### config.mk
export PLATFORM = sky130hd
export DESIGN_NAME = pixel_brightness_contrast_rgb_adjust_top
export DESIGN_NICKNAME = d
export VERILOG_FILES = /design/src/rtl/pbc_adj_pkg.sv /design/src/rtl/pixel_brightness_contrast_rgb_adjust_top.sv
export SDC_FILE = /design/constraint.sdc
export NUM_CORES = 2
export LEC_CHECK = 0
export BUFFER_PORTS_ARGS = -buffer_cell sky130_fd_sc_hd__buf_2
export CORE_ASPECT_RATIO = 0.7
export CORE_MARGIN = 8
export CORE_UTILIZATION = 44
export DETAILED_ROUTE_END_ITERATION = 8
export PLACE_DENSITY_LB_ADDON = 0.3
export SKIP_CTS_REPAIR_TIMING = 1
export SLEW_MARGIN = 10
export SYNTH_ARGS = -nofsm -noshare
export SYNTH_HDL_FRONTEND = slang
export SYNTH_SLANG_ARGS = --single-unit
### constraint.sdc
create_clock -name clk_i -period 12.7 [get_ports clk_i]
set_clock_uncertainty 0.1 [all_clocks]
set_input_delay 2.54 -clock clk_i [delete_from_list [all_inputs] [get_ports clk_i]]
set_output_delay 2.54 -clock clk_i [all_outputs]
set_load 0.1 [all_outputs]
### src/rtl/pbc_adj_pkg.sv
package pbc_adj_pkg;

  localparam int CFG_W     = 22;
  localparam int CFG_IDX_W = 3;
  localparam int PIX_W     = 8;
  localparam int LEVEL_W   = 9;
  localparam int GAIN_W    = 22;

  localparam logic [PIX_W-1:0] EXT_LOW  = 8'd50;
  localparam logic [PIX_W-1:0] EXT_HIGH = 8'd205;
  localparam logic [PIX_W-1:0] PIX_MAX  = 8'd255;

  typedef enum logic [CFG_IDX_W-1:0] {
    CFG_BRIGHTNESS = 3'd0,
    CFG_CONTRAST   = 3'd1,
    CFG_TONE_EN    = 3'd2,
    CFG_RED_OFS    = 3'd3,
    CFG_GREEN_OFS  = 3'd4,
    CFG_BLUE_OFS   = 3'd5,
    CFG_BALANCE_EN = 3'd6
  } cfg_idx_e;

  typedef logic [PIX_W-1:0] pix_t;
  typedef logic signed [LEVEL_W-1:0] level_t;

  // tonal extremes get half the brightness or offset
  function automatic logic is_extreme(input pix_t x);
    return (x < EXT_LOW) || (x > EXT_HIGH);
  endfunction

  // -256 maps to -255
  function automatic level_t clip_level(input level_t v);
    return (v == -9'sd256) ? -9'sd255 : v;
  endfunction

endpackage

### src/rtl/pixel_brightness_contrast_rgb_adjust_top.sv
// Brightness / contrast and color balance adjust for 8-bit BGR pixels.
// Input channel: in_valid_i / in_stall_o with in_blue_i, in_green_i, in_red_i.
// Output channel: out_valid_o / out_stall_i with out_blue_o, out_green_o,
// out_red_o. An item moves at a rising edge where valid is high and stall low.
// Each item is captured in an input register, goes through one multiply per
// channel (12 x 23 bits, gain times offset-shifted pixel), a clamp and the
// balance add, and lands in the output register that drives out_valid_o.
// One item per cycle is taken as long as the receiver does not
// stall; both registers form a two-deep pipeline, so in_stall_o rises only
// when both hold items and out_stall_i is high.
// Configuration: cfg_we_i writes cfg_data_i to register cfg_idx_i (0 brightness,
// 1 contrast gain, 2 tone enable, 3..5 red/green/blue offset, 6 balance
// enable); unused indexes are ignored. Write only while the pipeline is empty.
// Reset empties the pipeline, sets the gain to 1.0 and clears the other config registers.
module pixel_brightness_contrast_rgb_adjust_top import pbc_adj_pkg::*; #(
  parameter int GAIN_FRAC_BITS = 16
) (
  input  logic                 clk_i,
  input  logic                 rst_ni,
  input  logic                 cfg_we_i,
  input  logic [CFG_IDX_W-1:0] cfg_idx_i,
  input  logic [CFG_W-1:0]     cfg_data_i,
  input  logic                 in_valid_i,
  output logic                 in_stall_o,
  input  logic [PIX_W-1:0]     in_blue_i,
  input  logic [PIX_W-1:0]     in_green_i,
  input  logic [PIX_W-1:0]     in_red_i,
  output logic                 out_valid_o,
  input  logic                 out_stall_i,
  output logic [PIX_W-1:0]     out_blue_o,
  output logic [PIX_W-1:0]     out_green_o,
  output logic [PIX_W-1:0]     out_red_o
);

  localparam int GAIN_REG_W = (GAIN_FRAC_BITS + 1 > GAIN_W) ? GAIN_FRAC_BITS + 1 : GAIN_W;
  localparam int PROD_W     = GAIN_REG_W + 13;
  localparam int BASE_W     = GAIN_FRAC_BITS + 11;
  localparam int NUM_W      = ((PROD_W > BASE_W) ? PROD_W : BASE_W) + 2;
  localparam int QLSB       = GAIN_FRAC_BITS + 2;

  typedef logic [GAIN_REG_W-1:0] gain_t;

  level_t bright_q;
  gain_t  gain_q;
  logic   tone_en_q;
  level_t ofs_q [3];
  logic   bal_en_q;

  logic   s1_valid_q, s2_valid_q;
  pix_t   s1_pix_q [3];
  pix_t   s2_pix_q [3];
  pix_t   s2_pix_d [3];
  pix_t   in_pix [3];
  logic   s1_load, s2_load;

  // brightness / contrast on one channel
  function automatic pix_t tone_ch(input pix_t x, input level_t bl, input gain_t k);
    level_t                    b;
    logic signed [9:0]         t;
    logic signed [11:0]        d;
    logic signed [11:0]        base12;
    logic signed [PROD_W-1:0]  prod;
    logic signed [NUM_W-1:0]   num;
    logic signed [NUM_W-1:0]   base_w;
    pix_t                      r;
    b      = clip_level(bl);
    t      = is_extreme(x) ? 10'(b) : {b, 1'b0};
    d      = $signed({2'b00, x, 2'b00}) - 12'sd510 + 12'(t);
    base12 = 12'sd510 + 12'(t);
    prod   = PROD_W'(d) * PROD_W'($signed({1'b0, k}));
    base_w = $signed(NUM_W'(base12[10:0])) <<< GAIN_FRAC_BITS;
    num    = NUM_W'(prod) + base_w;
    if (num[NUM_W-1] || (num == '0)) begin
      r = '0;
    end else if (|num[NUM_W-1:QLSB+PIX_W]) begin
      r = PIX_MAX;
    end else begin
      r = num[QLSB+PIX_W-1:QLSB];
    end
    return r;
  endfunction

  // offset add on one channel
  function automatic pix_t balance_ch(input pix_t x, input level_t off);
    logic signed [9:0] o;
    logic signed [9:0] y;
    pix_t              r;
    o = 10'(clip_level(off));
    if (is_extreme(x)) begin
      o = (o + $signed({9'b0, o[9]})) >>> 1;
    end
    y = $signed({2'b00, x}) + o;
    if (y[9]) begin
      r = '0;
    end else if (y[8]) begin
      r = PIX_MAX;
    end else begin
      r = y[7:0];
    end
    return r;
  endfunction

  always_ff @(posedge clk_i or negedge rst_ni) begin
    if (!rst_ni) begin
      bright_q  <= '0;
      gain_q    <= gain_t'(1) << GAIN_FRAC_BITS;
      tone_en_q <= 1'b0;
      ofs_q[0]  <= '0;
      ofs_q[1]  <= '0;
      ofs_q[2]  <= '0;
      bal_en_q  <= 1'b0;
    end else if (cfg_we_i) begin
      unique case (cfg_idx_e'(cfg_idx_i))
        CFG_BRIGHTNESS: bright_q  <= cfg_data_i[LEVEL_W-1:0];
        CFG_CONTRAST:   gain_q    <= GAIN_REG_W'(cfg_data_i[GAIN_W-1:0]);
        CFG_TONE_EN:    tone_en_q <= cfg_data_i[0];
        CFG_RED_OFS:    ofs_q[2]  <= cfg_data_i[LEVEL_W-1:0];
        CFG_GREEN_OFS:  ofs_q[1]  <= cfg_data_i[LEVEL_W-1:0];
        CFG_BLUE_OFS:   ofs_q[0]  <= cfg_data_i[LEVEL_W-1:0];
        CFG_BALANCE_EN: bal_en_q  <= cfg_data_i[0];
        default: begin
        end
      endcase
    end
  end

  // pipeline flow
  assign s2_load    = !s2_valid_q || !out_stall_i;
  assign in_stall_o = s1_valid_q && !s2_load;
  assign s1_load    = in_valid_i && !in_stall_o;

  assign in_pix[0] = in_blue_i;
  assign in_pix[1] = in_green_i;
  assign in_pix[2] = in_red_i;

  always_comb begin
    for (int i = 0; i < 3; i++) begin
      s2_pix_d[i] = s1_pix_q[i];
      if (tone_en_q) begin
        s2_pix_d[i] = tone_ch(s2_pix_d[i], bright_q, gain_q);
      end
      if (bal_en_q) begin
        s2_pix_d[i] = balance_ch(s2_pix_d[i], ofs_q[i]);
      end
    end
  end

  always_ff @(posedge clk_i or negedge rst_ni) begin
    if (!rst_ni) begin
      s1_valid_q <= 1'b0;
      s2_valid_q <= 1'b0;
    end else begin
      if (s2_load) begin
        s2_valid_q <= s1_valid_q;
      end
      if (s1_load || s2_load) begin
        s1_valid_q <= s1_load;
      end
    end
  end

  always_ff @(posedge clk_i) begin
    if (s1_load) begin
      s1_pix_q <= in_pix;
    end
    if (s2_load && s1_valid_q) begin
      s2_pix_q <= s2_pix_d;
    end
  end

  assign out_valid_o = s2_valid_q;
  assign out_blue_o  = s2_pix_q[0];
  assign out_green_o = s2_pix_q[1];
  assign out_red_o   = s2_pix_q[2];

endmodule

[Yosys cells after proc, flatten, opt, wreduce, memory -nomap -nowiden]
Cells that the tools add are included.
Word-level totals
  bits in registers: 110
Operators by class
  $add $sub $neg: 18
  multiply operators: 3
  order comparisons: 12
  eq/ne operators: 10
  multiplexer cells: 31
  reduce and logical (&&, ||, !) cells: 32
Operator list (number)
  $mux 8: 18
  $logic_not 37->1: 3
  $add 35x28->36: 3
  $mul 12x23->35: 3
  $mux 9: 7
  $mux 10: 6
  $gt 8x8->1 const B: 6
  $lt 8x6->1 const B: 6
  $add 11x10->12: 3
  $eq 9x9->1 const B: 4
  $add 10x10->11 const A: 3
  $reduce_or 11->1: 3
  $sub 10x9->11 const B: 3
  $add 9x10->10: 3
  $add 9x2->10: 3
  $reduce_and 2->1: 7
  $logic_or 1x1->1: 11
  $eq 3x3->1 const B: 3
  $eq 3x2->1 const B: 2
  $logic_not 1->1: 4
  $eq 3x1->1 const B: 1
  $logic_and 1x1->1: 3
  $logic_not 3->1: 1

[Logic depth before layout (Yosys ltp)]
  word-level depth: 18
  gate-level depth with buffers: 55

[Least setup slack after synthesis]
No wires, ideal clock.
  path kind: register to register
  start: reg s1_pix_q[19] (netlist bit)
  end: reg s2_pix_q, in the netlist out_blue_o[3] (data pin)
  setup time: 0.260 ns
  data arrival time: 11.655 ns
  path slack: 0.686 ns
  stages on the path, launching flop included: 54
  buffers on the path: 4
  clock period less this slack: 12.014 ns
  cell sequence: edfxtp_1 > nor3_1 > o21ai_0 > o21ai_0 > buf_1 > nor2_1 > a21oi_1 > inv_1 > fa_1 > a21o_1 > a21oi_1 > o21bai_1 > a21oi_1 > o21bai_1 > a21oi_1 > xnor2_1 > clkbuf_1 > nand2_1 > [... 18 more ...] > nand2_2 > o22ai_2 > clkbuf_1 > a21oi_1 > a21oi_1 > ha_1 > nor2b_1 > o21ai_0 > nand2_1 > and2_1 > o21ai_0 > nand2b_1 > a21o_1 > a21oi_1 > xor2_4 > nand2_1 > o32ai_1 > nor2_1
RTL lines
  start: declaration: line pixel_brightness_contrast_rgb_adjust_top.sv:50  | pix_t s1_pix_q [3];
  start signal: assignment: line pixel_brightness_contrast_rgb_adjust_top.sv:164  | s1_pix_q <= in_pix;
  end signal: assignment: line pixel_brightness_contrast_rgb_adjust_top.sv:167  | s2_pix_q <= s2_pix_d;
  end: declaration: line pixel_brightness_contrast_rgb_adjust_top.sv:51  | pix_t s2_pix_q [3];

==> run metrics <==
number of global-route vias before repair around 29000; Worst Setup Path Type reg -> reg; Crit path buffers/inverters 8; Ys Warns 0; final setup TNS 0 ps; hold path depth 1; Pre-antenna DRT Iters 7; Seq/Total Area, Yosys 8.41%; metal3 WL 8360 um; Slew Viols, Final 0; HP Class reg -> reg; Adder-Cell Fraction of Synth Area between 40% and 50%; Die Ht around 250 um; Critical Path AT 12220 ps; CP Launch Type flop; DR vias between 20000 and 30000; Filler Cells Inserted 7826; Starting Density 44.3%; Final Hold Vio Count 0; drt drc 0; Synth Cell Area 35600 um^2; num ports 80; die area 90400 um^2; clk_lat worst skew 390 ps; number of cells on the worst reg-to-reg path 51; most common cell in the netlist inv_1; Synth Area in Simple Gates between 10% and 20%; Max clock buf depth 2; slowest cell on the critical path or4_4; synth unique cells 99; critical path's top delay family compound AO/OA/AOI/OAI gates; GR Overflow Total 0; worst slew pin tran 1180 ps; Avg WL per Cell 18.2 um; xor/xnor share of the synthesized area 2.22%; Setup violations, final 0; delay of the slowest cell on the worst path between 500 and 600 ps; Compound-Gate Fraction of Synth Area 10.3%; DRT iter0 DRCs 2208; Rel. slew slack about a fifth; core box area about 80000 um^2; area grow syn2layout 7.89%; Rows 87; post-synth top area cell fa_1; Post-synth EDFFs 48; CP Capture Type flop; initial antenna violation count 3; area of the multi-input gates 28800 um^2; DRT antenna net count 0; H-Tree Depth 3; fmax 82.1 MHz; RSZ-0062 raised after global routing yes; CP required 12740 ps; Mean Syn Cell Area 8.60 um^2; largest net degree at the start of global routing 63; Clock Pin Slew Worst Setup and Hold Paths 80 ps; All-Layer GR Usage 21.4%; # Max-Cap Violations 0; I/O Buffers approximately 80; Max FO, Critical Path 10; Routed met1 length roughly 46000 um; status finished clean; synth cell count leaders inv_1, fa_1, nand2_1, ha_1, and2_1; dpl hpwl between 70000 and 80000 um; clk sinks 110; Post-synth top flop dfrtp_1; synthesis-stage register bit count 110; total CTS buffers 9; Final Cycle Share 95.9%; largest family of logic cells by synthesized area adder cells; clock tree root buffer cell clkbuf_16; Storage cell area 2990 um^2; gpl congestion between 0.9 and 1; via-per-instance ratio 5.33; layout cells sized above 1 10.2%; global-route wire length before repair 156000 um; Synth area leaders fa_1, ha_1, inv_1, nand2_1, and2_1; Util after Layout 47.8%; Die W ~360 um; Async SR Flop Fraction a little under three fifths; met2 wire length 39200 um; WP depth 51; DR top layer met5; Syn Inst Count 4140; Tmin final 12180 ps; final wirelength 95500 um; CTS tree done; mux contribution to synthesized area 3.01%; final net count 5191; top cell type's share of synthesized area 36.1%
per-layer routing:
| metal | track usage [%] | vias to the layer above |
|---|---|---|
| li1 | - | 12956 |
| met5 | 0 | - |
| met1 | 32.3 | 13992 |
| met3 | 4.84 | 85 |
| met2 | 31.4 | 967 |
| met4 | 4.11 | 2 |
cells in the final DEF, fill, tap and decap left out, drive strengths merged, types with 37 or more instances in the layout:
master and n:
inv 873, fa 642, nand2 527, ha 318, and2 274, buf 240, nor2 174, a21oi 154
o21ai 101, nor2b 89, mux2 64, dfrtp 61, xnor2 55, edfxtp 48, nand3 40, a21o 37
metrics by stage:
stage	instances	hold slack, ps	area, um^2	setup slack, ps
2_1_floorplan	4142	343	35600	686
5_1_grt	5251	418	38400	-88.8
6_report	5252	387	38400	519
4_1_cts	5235	395	38000	47.1
3_5_place_dp	5219	380	37700	129
3_3_place_gp	5219	372	37700	217
worst register-to-register path: cells and delay by family (launching register included):
kind	cells	cell delay, ps
buf+inv	8	1160
fa+ha+maj	8	3350
compound gates	23	4750
flops	1	410
mux	1	220
simple gates	10	1760
xor+xnor	1	230
cell families (layout without fill, tap and decap cells):
logic type,Yosys count,count (layout)
and+or+nand+nor,1260,1260
other,1,5
adders and majority gates,960,960
buffers and inverters,1086,1125
xor gates and xnor gates,88,88
muxes,99,99
AOI/OAI and AO/OA,536,537
DFF,110,110
layout make-up:
type                    instances  share of cell area [%]
well taps                    1068                    3.48
repair buffers                240                    4.33
clock inverters                 7                   0.199
inverters                     869                    8.50
clock buffers                   9                   0.587
multi-input cells            2947                    75.1
diodes                          2                  0.0130
flip-flops and latches        110                    7.80
worst paths after layout:
path | from | endpoint | slack [ps]
worst max-delay path | s1_pix_q[18] | out_blue_o[3] | 520
worst max register to register | s1_pix_q[18] | out_blue_o[3] | 520
min in group asynchronous | rst_ni | gain_q[0] | 2260
worst min-delay path | s1_valid_q | out_valid_o | 390
max in group asynchronous | rst_ni | gain_q[13] | 9610
worst min register to register | s1_valid_q | out_valid_o | 390
sequential cells by signal (all words and copies together), names as in the netlist:
register     flops
s1_valid_q       1
tone_en_q        1
ofs_q           27
gain_q          22
out_green_o      8
s1_pix_q        24
out_blue_o       8
out_red_o        8
bright_q         9
out_valid_o      1
bal_en_q         1
Power is left out: the tool's default activity adds up to more than one toggle a clock period on the data nets, which glitch-free logic cannot reach.
